[config.mk]
export PLATFORM = sky130hd
export DESIGN_NAME = flash_range_erase_sequencer_top
export DESIGN_NICKNAME = d
export VERILOG_FILES = /design/src/design/fres_pkg.sv /design/src/design/fres_front.sv /design/src/design/fres_queue.sv /design/src/design/fres_back.sv /design/src/design/flash_range_erase_sequencer_top.sv
export SDC_FILE = /design/constraint.sdc
export NUM_CORES = 1
export LEC_CHECK = 0
export BUFFER_PORTS_ARGS = -buffer_cell sky130_fd_sc_hd__buf_2
export CAP_MARGIN = 0
export CORE_MARGIN = 3
export CORE_UTILIZATION = 60
export DETAILED_ROUTE_END_ITERATION = 12
export PLACE_DENSITY = 0.82
export SKIP_CTS_REPAIR_TIMING = 1
export SLEW_MARGIN = 15
export SYNTH_ARGS = -nofsm -noshare
export SYNTH_HDL_FRONTEND = slang
export SYNTH_HIERARCHICAL = 1
export SYNTH_SLANG_ARGS = --single-unit
export TNS_END_PERCENT = 10
[constraint.sdc]
create_clock -name clk -period 4.2 [get_ports clk]
set_input_delay 0.42 -clock clk [delete_from_list [all_inputs] [get_ports clk]]
set_output_delay 0.42 -clock clk [all_outputs]
set_load 0.01 [all_outputs]
[src/design/fres_pkg.sv]
package fres_pkg;

	localparam int ADDR_BITS = 24;
	localparam int QUEUE_DEPTH = 2;

	localparam int SECTOR_LOG2 = 12;
	localparam int MEDIUM_LOG2 = 15;
	localparam int LARGE_LOG2 = 16;
	localparam int SECTOR_BYTES = 1 << SECTOR_LOG2;
	localparam int MEDIUM_BLOCK_BYTES = 1 << MEDIUM_LOG2;
	localparam int LARGE_BLOCK_BYTES = 1 << LARGE_LOG2;

	localparam int FRAME_LEN = 8;
	localparam int STEP_W = $clog2(FRAME_LEN);

	localparam logic [24:0] LEN_MAX = 25'h100_0000;

	localparam logic [7:0] CMD_EWSR = 8'h50;
	localparam logic [7:0] CMD_WRSR = 8'h01;
	localparam logic [7:0] SR_CLEAR = 8'h00;
	localparam logic [7:0] CMD_WREN = 8'h06;
	localparam logic [7:0] CMD_SECTOR = 8'h20;
	localparam logic [7:0] CMD_MEDIUM = 8'h52;
	localparam logic [7:0] CMD_LARGE = 8'hD8;

	typedef enum logic {
		OP_START = 1'b0,
		OP_TICK  = 1'b1
	} opcode_t;

	typedef enum logic [1:0] {
		ST_OK      = 2'd0,
		ST_REJECT  = 2'd1,
		ST_NOTHING = 2'd2,
		ST_DONE    = 2'd3
	} status_t;

	typedef struct packed {
		opcode_t     opcode;
		logic [23:0] start_addr;
		logic [24:0] length;
		logic        device_busy;
	} in_item_t;

	typedef struct packed {
		logic [7:0] spi_byte;
		logic       has_byte;
		logic       frame_end;
		status_t    status;
		logic       last;
	} out_item_t;

	// work handed from front to back: one plain result or one erase frame set
	typedef struct packed {
		logic        erase;
		status_t     status;
		logic [7:0]  cmd;
		logic [23:0] addr;
	} job_t;

endpackage

[src/design/fres_front.sv]
module fres_front #(
	parameter int ADDR_BITS = fres_pkg::ADDR_BITS
) (
	input  logic                clk,
	input  logic                arst_n,
	input  logic                push,
	input  fres_pkg::in_item_t  cmd,
	input  logic                q_full,
	output logic                job_push,
	output fres_pkg::job_t      job
);

	localparam int SL = fres_pkg::SECTOR_LOG2;

	logic                 erasing_q;
	logic [ADDR_BITS-1:0] next_addr_q;
	logic [24:0]          bytes_left_q;

	logic [24:0]          len_sat;
	logic [25:0]          span;
	logic [25:0]          rounded;
	logic [23:0]          base24;
	logic [31:0]          base_w;
	logic [31:0]          addr_w;
	logic                 large_ok;
	logic                 medium_ok;
	logic [24:0]          size;
	logic [7:0]           erase_cmd;
	logic                 finish;
	logic [ADDR_BITS-1:0] addr_next;

	assign job_push = push && !q_full;

	// start: round the base down and the span up to whole sectors
	always_comb begin
		len_sat = (cmd.length > fres_pkg::LEN_MAX) ? fres_pkg::LEN_MAX : cmd.length;
		span = {1'b0, len_sat} + 26'(cmd.start_addr[SL-1:0]) - 26'd1;
		rounded = {span[25:SL], {SL{1'b0}}} + 26'(fres_pkg::SECTOR_BYTES);
		base24 = {cmd.start_addr[23:SL], {SL{1'b0}}};
		base_w = 32'(base24);
	end

	// tick: largest aligned erase that fits in what is left
	always_comb begin
		large_ok = (next_addr_q[fres_pkg::LARGE_LOG2-1:0] == '0) &&
			(bytes_left_q >= 25'(fres_pkg::LARGE_BLOCK_BYTES));
		medium_ok = (next_addr_q[fres_pkg::MEDIUM_LOG2-1:0] == '0) &&
			(bytes_left_q >= 25'(fres_pkg::MEDIUM_BLOCK_BYTES));
		if (large_ok) begin
			size = 25'(fres_pkg::LARGE_BLOCK_BYTES);
			erase_cmd = fres_pkg::CMD_LARGE;
		end else if (medium_ok) begin
			size = 25'(fres_pkg::MEDIUM_BLOCK_BYTES);
			erase_cmd = fres_pkg::CMD_MEDIUM;
		end else begin
			size = 25'(fres_pkg::SECTOR_BYTES);
			erase_cmd = fres_pkg::CMD_SECTOR;
		end
		finish = bytes_left_q <= size;
		addr_next = next_addr_q + ADDR_BITS'(size);
		addr_w = 32'(next_addr_q);
	end

	always_comb begin
		job.erase = 1'b0;
		job.status = fres_pkg::ST_OK;
		job.cmd = erase_cmd;
		job.addr = addr_w[23:0];
		if (cmd.opcode == fres_pkg::OP_START) begin
			if (erasing_q || cmd.length == '0) begin
				job.status = fres_pkg::ST_REJECT;
			end
		end else if (!erasing_q || cmd.device_busy) begin
			job.status = fres_pkg::ST_NOTHING;
		end else begin
			job.erase = 1'b1;
			job.status = finish ? fres_pkg::ST_DONE : fres_pkg::ST_OK;
		end
	end

	always_ff @(posedge clk or negedge arst_n) begin
		if (!arst_n) begin
			erasing_q <= 1'b0;
			next_addr_q <= '0;
			bytes_left_q <= '0;
		end else if (job_push) begin
			if (cmd.opcode == fres_pkg::OP_START) begin
				if (!erasing_q && cmd.length != '0) begin
					erasing_q <= 1'b1;
					next_addr_q <= base_w[ADDR_BITS-1:0];
					bytes_left_q <= rounded[24:0];
				end
			end else if (erasing_q && !cmd.device_busy) begin
				if (finish) begin
					erasing_q <= 1'b0;
					bytes_left_q <= '0;
				end else begin
					next_addr_q <= addr_next;
					bytes_left_q <= bytes_left_q - size;
				end
			end
		end
	end

endmodule

[src/design/fres_queue.sv]
module fres_queue #(
	parameter int DEPTH = fres_pkg::QUEUE_DEPTH
) (
	input  logic           clk,
	input  logic           arst_n,
	input  logic           wr,
	input  fres_pkg::job_t wdata,
	output logic           full,
	input  logic           rd,
	output fres_pkg::job_t rdata,
	output logic           empty
);

	localparam int PW = (DEPTH > 1) ? $clog2(DEPTH) : 1;
	localparam int CW = $clog2(DEPTH + 1);

	fres_pkg::job_t slot_q [DEPTH];
	logic [PW-1:0]  wptr_q;
	logic [PW-1:0]  rptr_q;
	logic [CW-1:0]  count_q;
	logic           do_wr;
	logic           do_rd;

	assign full = count_q == CW'(DEPTH);
	assign empty = count_q == '0;
	assign do_wr = wr && !full;
	assign do_rd = rd && !empty;
	assign rdata = slot_q[rptr_q];

	always_ff @(posedge clk) begin
		if (do_wr) begin
			slot_q[wptr_q] <= wdata;
		end
	end

	always_ff @(posedge clk or negedge arst_n) begin
		if (!arst_n) begin
			wptr_q <= '0;
			rptr_q <= '0;
			count_q <= '0;
		end else begin
			if (do_wr) begin
				wptr_q <= (wptr_q == PW'(DEPTH - 1)) ? '0 : wptr_q + 1'b1;
			end
			if (do_rd) begin
				rptr_q <= (rptr_q == PW'(DEPTH - 1)) ? '0 : rptr_q + 1'b1;
			end
			if (do_wr && !do_rd) begin
				count_q <= count_q + 1'b1;
			end else if (do_rd && !do_wr) begin
				count_q <= count_q - 1'b1;
			end
		end
	end

endmodule

[src/design/fres_back.sv]
module fres_back (
	input  logic                clk,
	input  logic                arst_n,
	input  fres_pkg::job_t      job,
	input  logic                q_empty,
	output logic                q_pop,
	input  logic                pop,
	output logic                empty,
	output fres_pkg::out_item_t res
);

	logic [fres_pkg::STEP_W-1:0] step_q;
	fres_pkg::out_item_t         res_q;
	logic                        valid_q;
	fres_pkg::out_item_t         nxt;
	logic                        load;
	logic                        job_last;

	assign load = !valid_q || pop;
	assign job_last = !job.erase || step_q == fres_pkg::STEP_W'(fres_pkg::FRAME_LEN - 1);
	assign q_pop = load && !q_empty && job_last;
	assign empty = !valid_q;
	assign res = res_q;

	// erase frames: ewsr | wrsr 00 | wren | cmd a2 a1 a0
	always_comb begin
		nxt.spi_byte = 8'h00;
		nxt.has_byte = job.erase;
		nxt.frame_end = 1'b0;
		nxt.status = job.status;
		nxt.last = job_last;
		if (job.erase) begin
			case (step_q)
				3'd0: begin
					nxt.spi_byte = fres_pkg::CMD_EWSR;
					nxt.frame_end = 1'b1;
				end
				3'd1: nxt.spi_byte = fres_pkg::CMD_WRSR;
				3'd2: begin
					nxt.spi_byte = fres_pkg::SR_CLEAR;
					nxt.frame_end = 1'b1;
				end
				3'd3: begin
					nxt.spi_byte = fres_pkg::CMD_WREN;
					nxt.frame_end = 1'b1;
				end
				3'd4: nxt.spi_byte = job.cmd;
				3'd5: nxt.spi_byte = job.addr[23:16];
				3'd6: nxt.spi_byte = job.addr[15:8];
				default: begin
					nxt.spi_byte = job.addr[7:0];
					nxt.frame_end = 1'b1;
				end
			endcase
		end
	end

	always_ff @(posedge clk) begin
		if (load && !q_empty) begin
			res_q <= nxt;
		end
	end

	always_ff @(posedge clk or negedge arst_n) begin
		if (!arst_n) begin
			valid_q <= 1'b0;
			step_q <= '0;
		end else if (load) begin
			valid_q <= !q_empty;
			if (!q_empty) begin
				step_q <= job_last ? '0 : step_q + 1'b1;
			end
		end
	end

endmodule

[src/design/flash_range_erase_sequencer_top.sv]
// result of an item passes through the job queue and the back output register, first byte included
// a start, a reject or an idle or busy tick gives one result
// an erase tick gives eight results, one per cycle from the back output register while each is popped
// a two-entry job queue lets the front take new items while the back is sending
// reset clears erasing, address, byte count, queue pointers and output valid flag at once
module flash_range_erase_sequencer_top #(
	parameter int ADDR_BITS = fres_pkg::ADDR_BITS,
	parameter int QUEUE_DEPTH = fres_pkg::QUEUE_DEPTH
) (
	input  logic                clk,
	input  logic                arst_n,
	input  logic                push,
	output logic                full,
	input  fres_pkg::in_item_t  cmd,
	input  logic                pop,
	output logic                empty,
	output fres_pkg::out_item_t res
);

	logic           job_push;
	fres_pkg::job_t job_in;
	fres_pkg::job_t job_head;
	logic           q_empty;
	logic           q_pop;

	fres_front #(
		.ADDR_BITS(ADDR_BITS)
	) u_front (
		.clk      (clk),
		.arst_n   (arst_n),
		.push     (push),
		.cmd      (cmd),
		.q_full   (full),
		.job_push (job_push),
		.job      (job_in)
	);

	fres_queue #(
		.DEPTH(QUEUE_DEPTH)
	) u_queue (
		.clk    (clk),
		.arst_n (arst_n),
		.wr     (job_push),
		.wdata  (job_in),
		.full   (full),
		.rd     (q_pop),
		.rdata  (job_head),
		.empty  (q_empty)
	);

	fres_back u_back (
		.clk     (clk),
		.arst_n  (arst_n),
		.job     (job_head),
		.q_empty (q_empty),
		.q_pop   (q_pop),
		.pop     (pop),
		.empty   (empty),
		.res     (res)
	);

endmodule

Word level (Yosys, flattened, before mapping)
Memory sizes are Yosys's and may differ from the RTL's.
Index checks and enable logic that the tools add are counted.
Widths: inputs -> output; s select.
- memories kept: 1
- bits of input ports: 55
- flip-flop bits (word level): 71
- logic and storage cells: 108
- output and inout port bits: 15
- RAM bits: 70
- add/sub/neg operators: 10
- reductions and logical operators: 36
- equality and inequality tests: 11
- multiplexer cells: 32
- magnitude comparators: 4
- bitwise operators: 1
- memories (memory ; depth ; bits a word ; rd ports ; clocked after memory_dff ; wr ports ; RTL line ; RTL):
    u_queue.slot_q ; 2 ; 35 ; 1 ; 0 ; 1 ; fres_queue.sv:17 ; fres_pkg::job_t slot_q [DEPTH];
- operators by type and width (cell ; number):
    $mux 25 ; 6
    $mux 24 ; 4
    $pmux 8 s7 ; 1
    $add 25x12->25 ; 1
    $add 25x13->25 const B ; 1
    $ge 25x16->1 const B ; 1
    $ge 25x17->1 const B ; 1
    $gt 25x25->1 const B ; 1
    $le 25x25->1 ; 1
    $logic_not 25->1 ; 1
    $reduce_bool 25->1 ; 1
    $sub 25x1->25 const B ; 1
    $sub 25x25->25 ; 1
    $add 24x24->24 ; 1
    $logic_not 16->1 ; 1
    $mux 16 ; 1
    $logic_not 15->1 ; 1
    $eq 3x3->1 const B ; 4
    $mux 1 ; 12
    $logic_and 1x1->1 ; 11
    $mux 2 ; 5
    $logic_not 1->1 ; 8
    $mux 8 ; 1
    $reduce_and 4->1 ; 2
    other kinds (19) ; 26

Logic depth before layout (Yosys ltp)
Gate-level depths: netlist of the first run.
- depth in word-level cells: 8
- gate-level depth with buffers: 18
- depth with buffers taken out: 17

By module
Netlist of the first run, hierarchy kept.
- by module, submodules not included (module ; area an instance (µm²) ; seq. area each (µm²) ; cells each ; instances):
    fres_front ; 3806.2 ; 650.6 ; 523 ; 1
    fres_queue ; 2872.8 ; 2202.1 ; 128 ; 1
    fres_back ; 943.4 ; 490.5 ; 80 ; 1

Least setup slack after synthesis of the first run
Ideal clock, no wire load.
- kind: input to register
- from: input port cmd[20] in the netlist's numbering
- to: register u_front.bytes_left_q[23]
- required time: 4105 ps
- stages on the path: 17
- arrival: 4006 ps
- path slack: 98 ps
- setup time: 95 ps
- path buffers: 1
- path through: nor4_1 -> nand4_1 -> o21ai_1 -> clkbuf_1 -> nand2_1 -> ha_1 -> inv_1 -> ha_1 -> nand4b_1 -> a211oi_2 -> nor3_1 -> nor4b_4 -> o2111a_1 -> and4_4 -> or3b_1 -> xnor2_1 -> o31ai_1
- longest elaborated chain between the ends: 7
- elaborated cells on any way between the ends: 11
- those cells by class: add/sub: 3; order compare: 1; mux: 3; reduce/logical: 4
- RTL lines (element ; RTL line ; RTL):
    from (decl) ; flash_range_erase_sequencer_top.sv:14 ; input fres_pkg::in_item_t cmd,
    $gt 25x25->1 ; fres_front.sv:36 ; len_sat = (cmd.length > fres_pkg::LEN_MAX) ? fres_pkg::LEN_MAX : cmd.length;
    $mux 25 ; fres_front.sv:36 ;
    $add 25x12->25 ; fres_front.sv:37 ; span = {1'b0, len_sat} + 26'(cmd.start_addr[SL-1:0]) - 26'd1;
    $sub 25x1->25 ; fres_front.sv:37 ;
    $add 25x13->25 ; fres_front.sv:38 ; rounded = {span[25:SL], {SL{1'b0}}} + 26'(fres_pkg::SECTOR_BYTES);
    $mux 25 ; fres_front.sv:88 ; if (!erasing_q && cmd.length != '0) begin
    $mux 25 ; fres_front.sv:87 ; if (cmd.opcode == fres_pkg::OP_START) begin
    to (signal assigned) ; fres_front.sv:91 ; bytes_left_q <= rounded[24:0];
    to (signal assigned) ; fres_front.sv:99 ; bytes_left_q <= bytes_left_q - size;
    to (decl) ; fres_front.sv:17 ; logic [24:0] bytes_left_q;
Parallel ways exist; a longest one is shown, timed or not. The select of a mux whose other input is x is not followed.
A chain may end at the register's enable or synchronous reset.

Worst setup path in the final report of the first run
- from: input port cmd[2] in the netlist's numbering
- to: register u_front.bytes_left_q[23]
Same word-level chain as after synthesis.

==> flow_metrics.env, run 1 <==
export IMPL_grt_max_degree=36
export IMPL_yosysSeqAreaShare_pct=43.9
export IMPL_switchingPower_uw=1860
export IMPL_criticalPathCategory="in2reg"
export IMPL_io_buffers=69
export IMPL_h_tree_depth=4
export IMPL_wl_per_cell_um=16.5
export IMPL_comb_power_share_pct=37.3
export IMPL_chipHeight_um=119
export IMPL_ioPinCount=70
export IMPL_cts_tree="done"
export IMPL_tightest_slew_ns=0.800
export IMPL_die_area_sq_um=14100
export IMPL_first_pass_iters=6
export IMPL_vias=5900
export IMPL_synth_most_common_cell="edfxtp_1"
export IMPL_yosys_cell_types_count=78
export IMPL_wl_mm=16.3
export IMPL_layout_min_cycle_time_ns=3.82
export IMPL_slew_violations=0
export IMPL_synth_commonest_cells="edfxtp_1, inv_1, nand2_1, ha_1, a21oi_1"
export IMPL_synthTopCellsByArea="edfxtp_1, dfrtp_1, ha_1"
export IMPL_max_cap_violations=0
export IMPL_drt_initial_drc_count=548
export IMPL_max_slew_margin_pct=46.6
export IMPL_max_freq_mhz=262
export IMPL_crit_slowest_cell="or3b_1"
export IMPL_synth_edff_count=83
export IMPL_met2_wirelength_mm=8.63
export IMPL_path_common_cell="ha_1"
export IMPL_top_layer_used="met4"
export IMPL_insertion_delay_ns=0.41
export IMPL_start_util_pct=62.4
export IMPL_ys_ff_latch=117
export IMPL_dominantRegCellSynth="edfxtp_1"
export IMPL_drc=0
export IMPL_rsz0062_at_grt="false"
export IMPL_synthCells=731
export IMPL_rrSetupSlack_ns=0.39
export IMPL_p_leak_uw=0.00372
export IMPL_synth_top_cell_area_share_pct=32.7
export IMPL_synth_warnings=6
export IMPL_cp_required_ns=4.52
export IMPL_final_util_pct=70.7
export IMPL_grt_pass1_wl_mm=27.2
export IMPL_worst_clock_skew_ns=0.00589
export IMPL_seq_power_share_pct=37.0
export IMPL_max_vdd_ir_drop_mv=0.368
export IMPL_cts_buffers=17
export IMPL_num_rows=40
export IMPL_run_status="finished clean"
export IMPL_power_frac_clock_pct=25.7
export IMPL_async_flop_share_pct=29.1
export IMPL_vias_per_cell=5.97
export IMPL_diodes=0
export IMPL_crit_chain="buf_2, nor4_1, nand4_1, o21ai_1, nand2_1, ha_1, inv_1, ha_1, nand4b_1, a211oi_2, nor3_1, nor4b_4, o2111a_1, and4_4, or3b_1, xnor2_1, o31ai_1"
export IMPL_cp_endpoint="u_front/bytes_left_q[23]"
export IMPL_drtAntennaViolNets=0
export IMPL_crit_path_start_kind="input port"
export IMPL_wl_met3_um=747
export IMPL_p_sw_share_pct=34.2
export IMPL_synth_top_area_cell="edfxtp_1"
export IMPL_post_route_cell_area_sq_um=8640
export IMPL_worstPathMaxFanout=4
export IMPL_first_global_vias=5909
export IMPL_placed_cell_area_sq_um=8060
export IMPL_period_share_pct=90.9
export IMPL_place_hpwl_mm=11.6
export IMPL_setup_viol=0
export IMPL_cp_end_kind="flip-flop"
export IMPL_r2r_cells=17
export IMPL_intPower_uw=3570
export IMPL_wl_met1_mm=6.49
export IMPL_hold_viol=0
export IMPL_drive_gt1_share_pct=20.5
export IMPL_gr_total_overflow=0
export IMPL_die_w_um=119
export IMPL_worstSetupStartpoint="cmd[2]"
export IMPL_clk_path_buf_depth=2
export IMPL_crit_path_max_incr_delay_ns=0.37
export IMPL_timing_rr_start="u_front/bytes_left_q[21]"
export IMPL_reg2reg_to="u_front/next_addr_q[20]"
export IMPL_root_buffer="clkbuf_16"
export IMPL_hold_path_class="in2async"
export IMPL_grt_usage_pct=23.5
export IMPL_core_area_sq_um=12200
export IMPL_p_per_area_nw_per_um2=629
export IMPL_gp_congestion=0.951
export IMPL_synthToLayoutAreaGrowth_pct=13.3
export IMPL_synth_area_sq_um=7620
export IMPL_avgSynthCellArea_sq_um=10.4
export IMPL_crit_arrival_ns=4.13
export IMPL_clkSinkCount=117
export IMPL_antenna_found_initial=0
export IMPL_clkTransAtPathRegs_ns=0.05
export IMPL_final_net_count=912
## registers in the layout, summed over array words and instances, names as in the netlist
name / count
u_front/bytes_left_q: 13
u_back/step_q: 3
u_queue/slot_q: 70
u_queue/count_q: 2
u_queue/wptr_q: 1
u_back/valid_q: 1
u_front/erasing_q: 1
u_back/res: 13
u_front/next_addr_q: 12
u_queue/rptr_q: 1
## final cells by class
| cell class | instances | area (sq um) |
|---|---|---|
| clock buffer | 20 | 437 |
| multi-input combinational | 520 | 3790 |
| clock inverter | 12 | 136 |
| tap | 168 | 210 |
| timing repair buffer | 86 | 473 |
| inverter | 66 | 248 |
| fill | 897 | 3580 |
| sequential | 117 | 3340 |
## cell usage in the layout (no fill, tap or decap), types with 18 or more instances in the layout
cell | synthesis | layout
o21ai_0 | 35 | 35
dfrtp_1 | 34 | 33
edfxtp_1 | 83 | 83
nand2b_1 | 18 | 18
nand3_1 | 21 | 21
a21oi_1 | 44 | 43
mux2_4 | 29 | 29
buf_2 | 2 | 69
ha_1 | 49 | 49
nor2_1 | 38 | 37
nand2_1 | 54 | 54
inv_1 | 66 | 66
## cells by family after synthesis
group	Yosys count	synth area share, %
compound gates	178	15.0
xor+xnor	29	3.43
fa+ha+maj	49	8.04
buf+inv	107	7.17
flops	117	43.9
mux	47	8.24
other cells	1	0.0492
simple gates	203	14.2
## power by group through the flow
stage               clock network (uW)  logic, uW  registers [uW]
finish                            1400       2030            2010
global route                      1460       2220            2060
CTS                               1410       2020            2010
detailed placement                   0       1980            2010
global placement                     0       1920            1990
floorplan                            0       1620            1940
## through the flow
step | hold slack [ns] | power, uW | setup WS [ns] | std cells | setup TNS [ns]
after CTS | 0.133 | 5440 | 0.122 | 989 | 0
after detailed placement | 0.501 | 4000 | -0.0408 | 957 | -0.0408
after global placement | 0.488 | 3900 | 0.101 | 957 | 0
final | 0.100 | 5430 | 0.383 | 989 | 0
after floorplan | 0.124 | 3560 | 0.0984 | 744 | 0
after global routing | 0.151 | 5730 | 0.0463 | 989 | 0
## critical path, delay by kind of cell
| kind | cells | cell delay, ns |
|---|---|---|
| compound gates | 4 | 1.01 |
| buf+inv | 2 | 0.14 |
| simple gates | 8 | 1.83 |
| fa+ha+maj | 2 | 0.59 |
| xor+xnor | 1 | 0.14 |
## per-layer routing
metal  global-route usage, %  vias up
met2                    42.5      212
met1                    27.4     2828
met4                    10.5        0
met5                       0        -
met3                    3.44       40
li1                        -     2820
## worst min-delay path by stage
stage / start / end / slack [ns] / cells after the start
after floorplan: arst_n / u_back/step_q[0] / 0.12 / 0
after global placement: u_front/bytes_left_q[22] / u_front/bytes_left_q[22] / 0.49 / 2
after detailed placement: u_front/bytes_left_q[24] / u_front/bytes_left_q[24] / 0.50 / 2
after CTS: arst_n / u_front/bytes_left_q[17] / 0.13 / 1
after global routing: arst_n / u_front/next_addr_q[20] / 0.15 / 1
final: arst_n / u_front/next_addr_q[20] / 0.10 / 1
Note: power is estimated with default switching activity, not from simulation.
==> inputs of run 2 (changes only) <==
- CORE_ASPECT_RATIO: not set -> 0.6
- CTS_CLUSTER_DIAMETER: not set -> 150
- clock period: 4.2 -> 4.3 ns (I/O delays scaled with it)
==> run 2 against run 1 <==
- non-clock buffer count rose by 11
- global-route usage rose by 2.3 points
- register-to-register slack got worse by 0.11 ns
- critical path depth fell by 1
- final area rose by 0.81%
- worst setup slack got worse by 0.10 ns
- clock power fell by 7%
- clock skew rose by 0.0036 ns
- worst hold slack improved by 0.032 ns
- via count rose by 1.3%
- cell count rose by 0.81%
- critical endpoint is now u_queue/slot_q[0][32]
- highest routed layer unchanged
==> flow_metrics.env, run 2 (synthesis gave the netlist of run 1 again) <==
export IMPL_run_status="finished clean"
export IMPL_criticalPathCategory="reg2reg"
export IMPL_die_w_um=152
export IMPL_gp_congestion=0.943
export IMPL_layout_min_cycle_time_ns=4.02
export IMPL_place_hpwl_mm=13.0
export IMPL_core_area_sq_um=12200
export IMPL_largest_reg_flops=70
export IMPL_crit_chain="nor3_1, nand2b_1, nor2_1, nand2_1, nor2_1, a21oi_1, inv_1, ha_1, or3b_1, a21o_1, a21oi_1, a41oi_1, nor2_1, buf_4, inv_1, o21ai_0"
export IMPL_first_pass_iters=5
export IMPL_final_fill_count=888
export IMPL_crit_path_start_kind="flip-flop"
export IMPL_grt_max_degree=36
export IMPL_crit_slowest_cell="dfrtp_1"
export IMPL_gr_total_overflow=0
export IMPL_max_freq_mhz=249
export IMPL_r2r_cells=16
export IMPL_clk_path_buf_depth=2
export IMPL_wl_per_cell_um=18.0
export IMPL_vias=5974
export IMPL_path_common_cell="nor2_1"
export IMPL_drive_gt1_share_pct=21.9
export IMPL_final_net_count=923
export IMPL_cp_required_ns=4.52
export IMPL_grt_usage_pct=25.7
export IMPL_worstPathMaxFanout=10
export IMPL_clkTransAtPathRegs_ns=0.06
export IMPL_cp_end_kind="flip-flop"
export IMPL_insertion_delay_ns=0.40
export IMPL_hold_path_class="in2async"
export IMPL_period_share_pct=93.5
export IMPL_rrSetupSlack_ns=0.28
export IMPL_crit_path_max_incr_delay_ns=0.42
export IMPL_top_register="u_queue/slot_q"
export IMPL_max_cap_violations=0
export IMPL_drtAntennaViolNets=0
export IMPL_tns_ns=0
export IMPL_hold_viol=0
export IMPL_final_common_cell="edfxtp_1"
export IMPL_die_area_sq_um=14100
export IMPL_antenna_found_initial=0
export IMPL_worst_clock_skew_ns=0.00945
export IMPL_p_leak_uw=0.00377
export IMPL_post_route_cell_area_sq_um=8710
export IMPL_clkSinkCount=117
export IMPL_cts_tree="done"
export IMPL_reg2reg_to="u_queue/slot_q[0][32]"
export IMPL_crit_arrival_ns=4.24
export IMPL_whs_ns=0.132
export IMPL_chipHeight_um=93.3
export IMPL_vias_per_cell=5.99
export IMPL_diodes=0
export IMPL_ioPinCount=70
export IMPL_grt_pass1_wl_mm=28.3
export IMPL_drt_initial_drc_count=619
export IMPL_first_global_vias=5690
export IMPL_max_slew_margin_pct=42.4
export IMPL_start_util_pct=62.4
export IMPL_rsz0062_at_grt="false"
export IMPL_setup_viol=0
export IMPL_final_cell_mix="edfxtp_1, buf_2, inv_1, nand2_1, ha_1"
export IMPL_drc=0
export IMPL_h_tree_depth=4
export IMPL_num_rows=31
export IMPL_tightest_slew_ns=0.864
export IMPL_placed_cell_area_sq_um=8140
export IMPL_max_vdd_ir_drop_mv=0.329
export IMPL_root_buffer="clkbuf_16"
export IMPL_slew_violations=0
export IMPL_p_per_area_nw_per_um2=612
export IMPL_timing_rr_start="u_front/bytes_left_q[21]"
export IMPL_synthToLayoutAreaGrowth_pct=14.2
export IMPL_io_buffers=69
export IMPL_wl_mm=17.9
export IMPL_cts_buffers=17
==> run 2: area by class of cell <==
class	instances	area (sq um)	area share, %
clock buffers	23	478	5.49
clock inverters	9	80.1	0.920
inverters	66	248	2.85
multi-input cells	520	3790	43.6
flip-flops and latches	117	3340	38.4
well taps	165	206	2.37
repair buffers	97	556	6.38
==> run 2: metrics by stage <==
| stage | power [uW] | cells | setup WS [ns] | util, % |
|---|---|---|---|---|
| 2_1_floorplan | 3470 | 744 | 0.188 | - |
| 3_3_place_gp | 3870 | 965 | 0.145 | 66.6 |
| 3_5_place_dp | 3960 | 965 | 0.0307 | 66.6 |
| 4_1_cts | 5310 | 997 | 0.0885 | 71.2 |
| 5_1_grt | 5620 | 997 | 0.0848 | 71.3 |
| 6_report | 5330 | 997 | 0.281 | 71.3 |
==> run 2: critical path: cells and delay by family (launching register included) <==
family | cells | cell delay (ns)
simple gates | 7 | 1.62
flops | 1 | 0.42
buf+inv | 3 | 0.60
fa+ha+maj | 1 | 0.20
compound gates | 5 | 0.98
==> run 2: worst max path at each step <==
stage	cells past startpoint	slack (ns)	from	endpoint
floorplan	17	0.19	cmd[20]	u_front/bytes_left_q[23]
global placement	18	0.15	cmd[20]	u_front/bytes_left_q[23]
detailed placement	18	0.03	cmd[20]	u_front/bytes_left_q[23]
CTS	17	0.09	u_front/bytes_left_q[20]	u_front/next_addr_q[22]
global route	18	0.08	u_front/bytes_left_q[21]	u_front/bytes_left_q[22]
finish	16	0.28	u_front/bytes_left_q[21]	u_queue/slot_q[0][32]
==> run 2: routing by layer <==
metal	vias up	GRT usage (%)	wire, um
met5	-	0	0
met4	0	6.28	83
met3	10	7.26	1860
met2	293	37.2	7790
met1	2828	38.5	8190
li1	2843	-	-
==> run 2: power by group <==
group / internal (uW) / total, uW / switching (uW) / leakage [uW]
Clock: 835 / 1300 / 467 / 0.000267
Combinational: 937 / 2050 / 1120 / 0.00231
Sequential: 1680 / 1980 / 300 / 0.00119
Total: 3450 / 5330 / 1880 / 0.00377
==> inputs of run 3 (changes only) <==
- RECOVER_POWER: not set -> 25
==> run 3 against run 2 <==
- the run now ends with capacitance limit, slew limit left
- register-to-register slack about the same
- via count up 0.30%
- worst hold slack better by 0.10 ns
- clock power about the same
- global-route usage unchanged
- utilization about the same
- critical path depth up 1
- critical path type unchanged
- largest cell class unchanged
==> flow_metrics.env, run 3 (synthesis gave the netlist of run 1 again) <==
export IMPL_drive_gt1_share_pct=21.8
export IMPL_ioPinCount=70
export IMPL_clk_path_buf_depth=2
export IMPL_gp_congestion=0.943
export IMPL_holdPathStages=2
export IMPL_grt_usage_pct=25.7
export IMPL_drtAntennaViolNets=0
export IMPL_critPathTopFamily="simple AND/OR/NAND/NOR gates"
export IMPL_slew_violations=35
export IMPL_gr_total_overflow=0
export IMPL_clkTransAtPathRegs_ns=0.05
export IMPL_final_net_count=923
export IMPL_drc=0
export IMPL_timing_rr_start="u_front/bytes_left_q[21]"
export IMPL_rsz0062_at_grt="false"
export IMPL_start_util_pct=62.4
export IMPL_diodes=0
export IMPL_whs_ns=0.236
export IMPL_die_area_sq_um=14100
export IMPL_crit_path_start_kind="flip-flop"
export IMPL_grt_pass1_wl_mm=28.3
export IMPL_final_util_pct=71.2
export IMPL_drt_initial_drc_count=619
export IMPL_root_buffer="clkbuf_16"
export IMPL_first_global_vias=5690
export IMPL_cp_end_kind="flip-flop"
export IMPL_core_area_sq_um=12200
export IMPL_max_vdd_ir_drop_mv=0.329
export IMPL_die_w_um=152
export IMPL_worst_clock_skew_ns=0.00943
export IMPL_antenna_found_initial=0
export IMPL_cp_required_ns=4.62
export IMPL_worstPathMaxFanout=17
export IMPL_clkSinkCount=117
export IMPL_period_share_pct=93.5
export IMPL_hold_viol=0
export IMPL_wl_per_cell_um=18.0
export IMPL_criticalPathCategory="reg2reg"
export IMPL_violations="capacitance limit, slew limit"
export IMPL_synthToLayoutAreaGrowth_pct=14.2
export IMPL_p_per_area_nw_per_um2=612
export IMPL_p_leak_uw=0.00376
export IMPL_place_hpwl_mm=13.0
export IMPL_cts_buffers=17
export IMPL_path_buf_inv=1
export IMPL_run_status="complete, but fails checks"
export IMPL_grt_max_degree=36
export IMPL_insertion_delay_ns=0.40
export IMPL_r2r_cells=17
export IMPL_hold_path_class="in2reg"
export IMPL_num_rows=31
export IMPL_max_cap_violations=1
export IMPL_final_common_cell="edfxtp_1"
export IMPL_max_slew_margin_pct=-35.1
export IMPL_tns_ns=0
export IMPL_h_tree_depth=4
export IMPL_crit_slowest_cell="dfrtp_1"
export IMPL_crit_chain="nor3_1, nand2b_1, nor2_1, nand2_1, nor2_1, a21oi_1, inv_1, ha_1, or3b_1, a21o_1, a21oi_1, a41oi_1, nor2_1, a21oi_2, nand3_1, o21ai_0, a21oi_1"
export IMPL_p_total_uw=5330
export IMPL_tightest_slew_ns=2.03
export IMPL_max_freq_mhz=249
export IMPL_vias=5992
export IMPL_worst_slack_ns=0.280
export IMPL_vias_per_cell=6.01
export IMPL_chipHeight_um=93.3
export IMPL_wl_mm=17.9
export IMPL_worstSetupStartpoint="u_front/bytes_left_q[21]"
export IMPL_pre_cts_ws_ns=0.0307
export IMPL_final_cell_mix="edfxtp_1, buf_2, inv_1, nand2_1, ha_1"
export IMPL_hp_start="pop"
export IMPL_top_register="u_queue/slot_q"
export IMPL_crit_path_max_incr_delay_ns=0.42
export IMPL_io_buffers=69
export IMPL_largest_reg_flops=70
export IMPL_first_pass_iters=5
export IMPL_layout_min_cycle_time_ns=4.02
export IMPL_cts_tree="done"
export IMPL_setup_viol=0
export IMPL_crit_arrival_ns=4.34
export IMPL_cp_depth=17
## run 3: cell types whose count changed in the layout (fill, tap and decap cells not counted)
cell      change
buf_2         -1
clkbuf_1      +1
## run 3: final timing paths
check | end | slack, ns
hold / removal | u_back/valid_q | 0.24
setup / recovery | u_front/next_addr_q[22] | 0.28
setup reg to reg | u_front/next_addr_q[22] | 0.28
min in group asynchronous | u_front/next_addr_q[13] | 0.60
max in group asynchronous | u_queue/rptr_q | 2.38
hold reg to reg | u_front/erasing_q | 0.51
## run 3: where the power goes
group | leakage [uW] | switching [uW] | internal [uW] | total [uW]
clock network | 0.000267 | 466 | 835 | 1300
logic | 0.00231 | 1120 | 937 | 2050
registers | 0.00119 | 299 | 1680 | 1980
## run 3: metal layers
| metal | GRT usage [%] | routed length, um |
|---|---|---|
| met1 | 38.5 | 8180 |
| met2 | 37.2 | 7750 |
| met3 | 7.26 | 1930 |
| met4 | 6.28 | 66 |
| met5 | 0 | 0 |
## run 3: area by class of cell
type / count / area, sq um
multi-input cells: 520 / 3790
fillers: 886 / 3510
flip-flops and latches: 117 / 3340
repair buffers: 97 / 554
clock buffers: 23 / 478
inverters: 66 / 248
well taps: 165 / 206
clock inverters: 9 / 80.1
## run 3: through the flow
step | instances | cell area (sq um)
floorplan | 744 | 7670
global placement | 965 | 8140
detailed placement | 965 | 8140
CTS | 997 | 8700
global route | 997 | 8700
finish | 997 | 8700
## run 3: worst register-to-register path, stage by stage, from the launching register on
cell and delay, ns:
dfrtp_1 0.42, nor3_1 0.39, nand2b_1 0.17, nor2_1 0.19
nand2_1 0.13, nor2_1 0.15, a21oi_1 0.20, inv_1 0.22
ha_1 0.20, or3b_1 0.39, a21o_1 0.20, a21oi_1 0.23
a41oi_1 0.11, nor2_1 0.20, a21oi_2 0.23, nand3_1 0.18
o21ai_0 0.13, a21oi_1 0.19
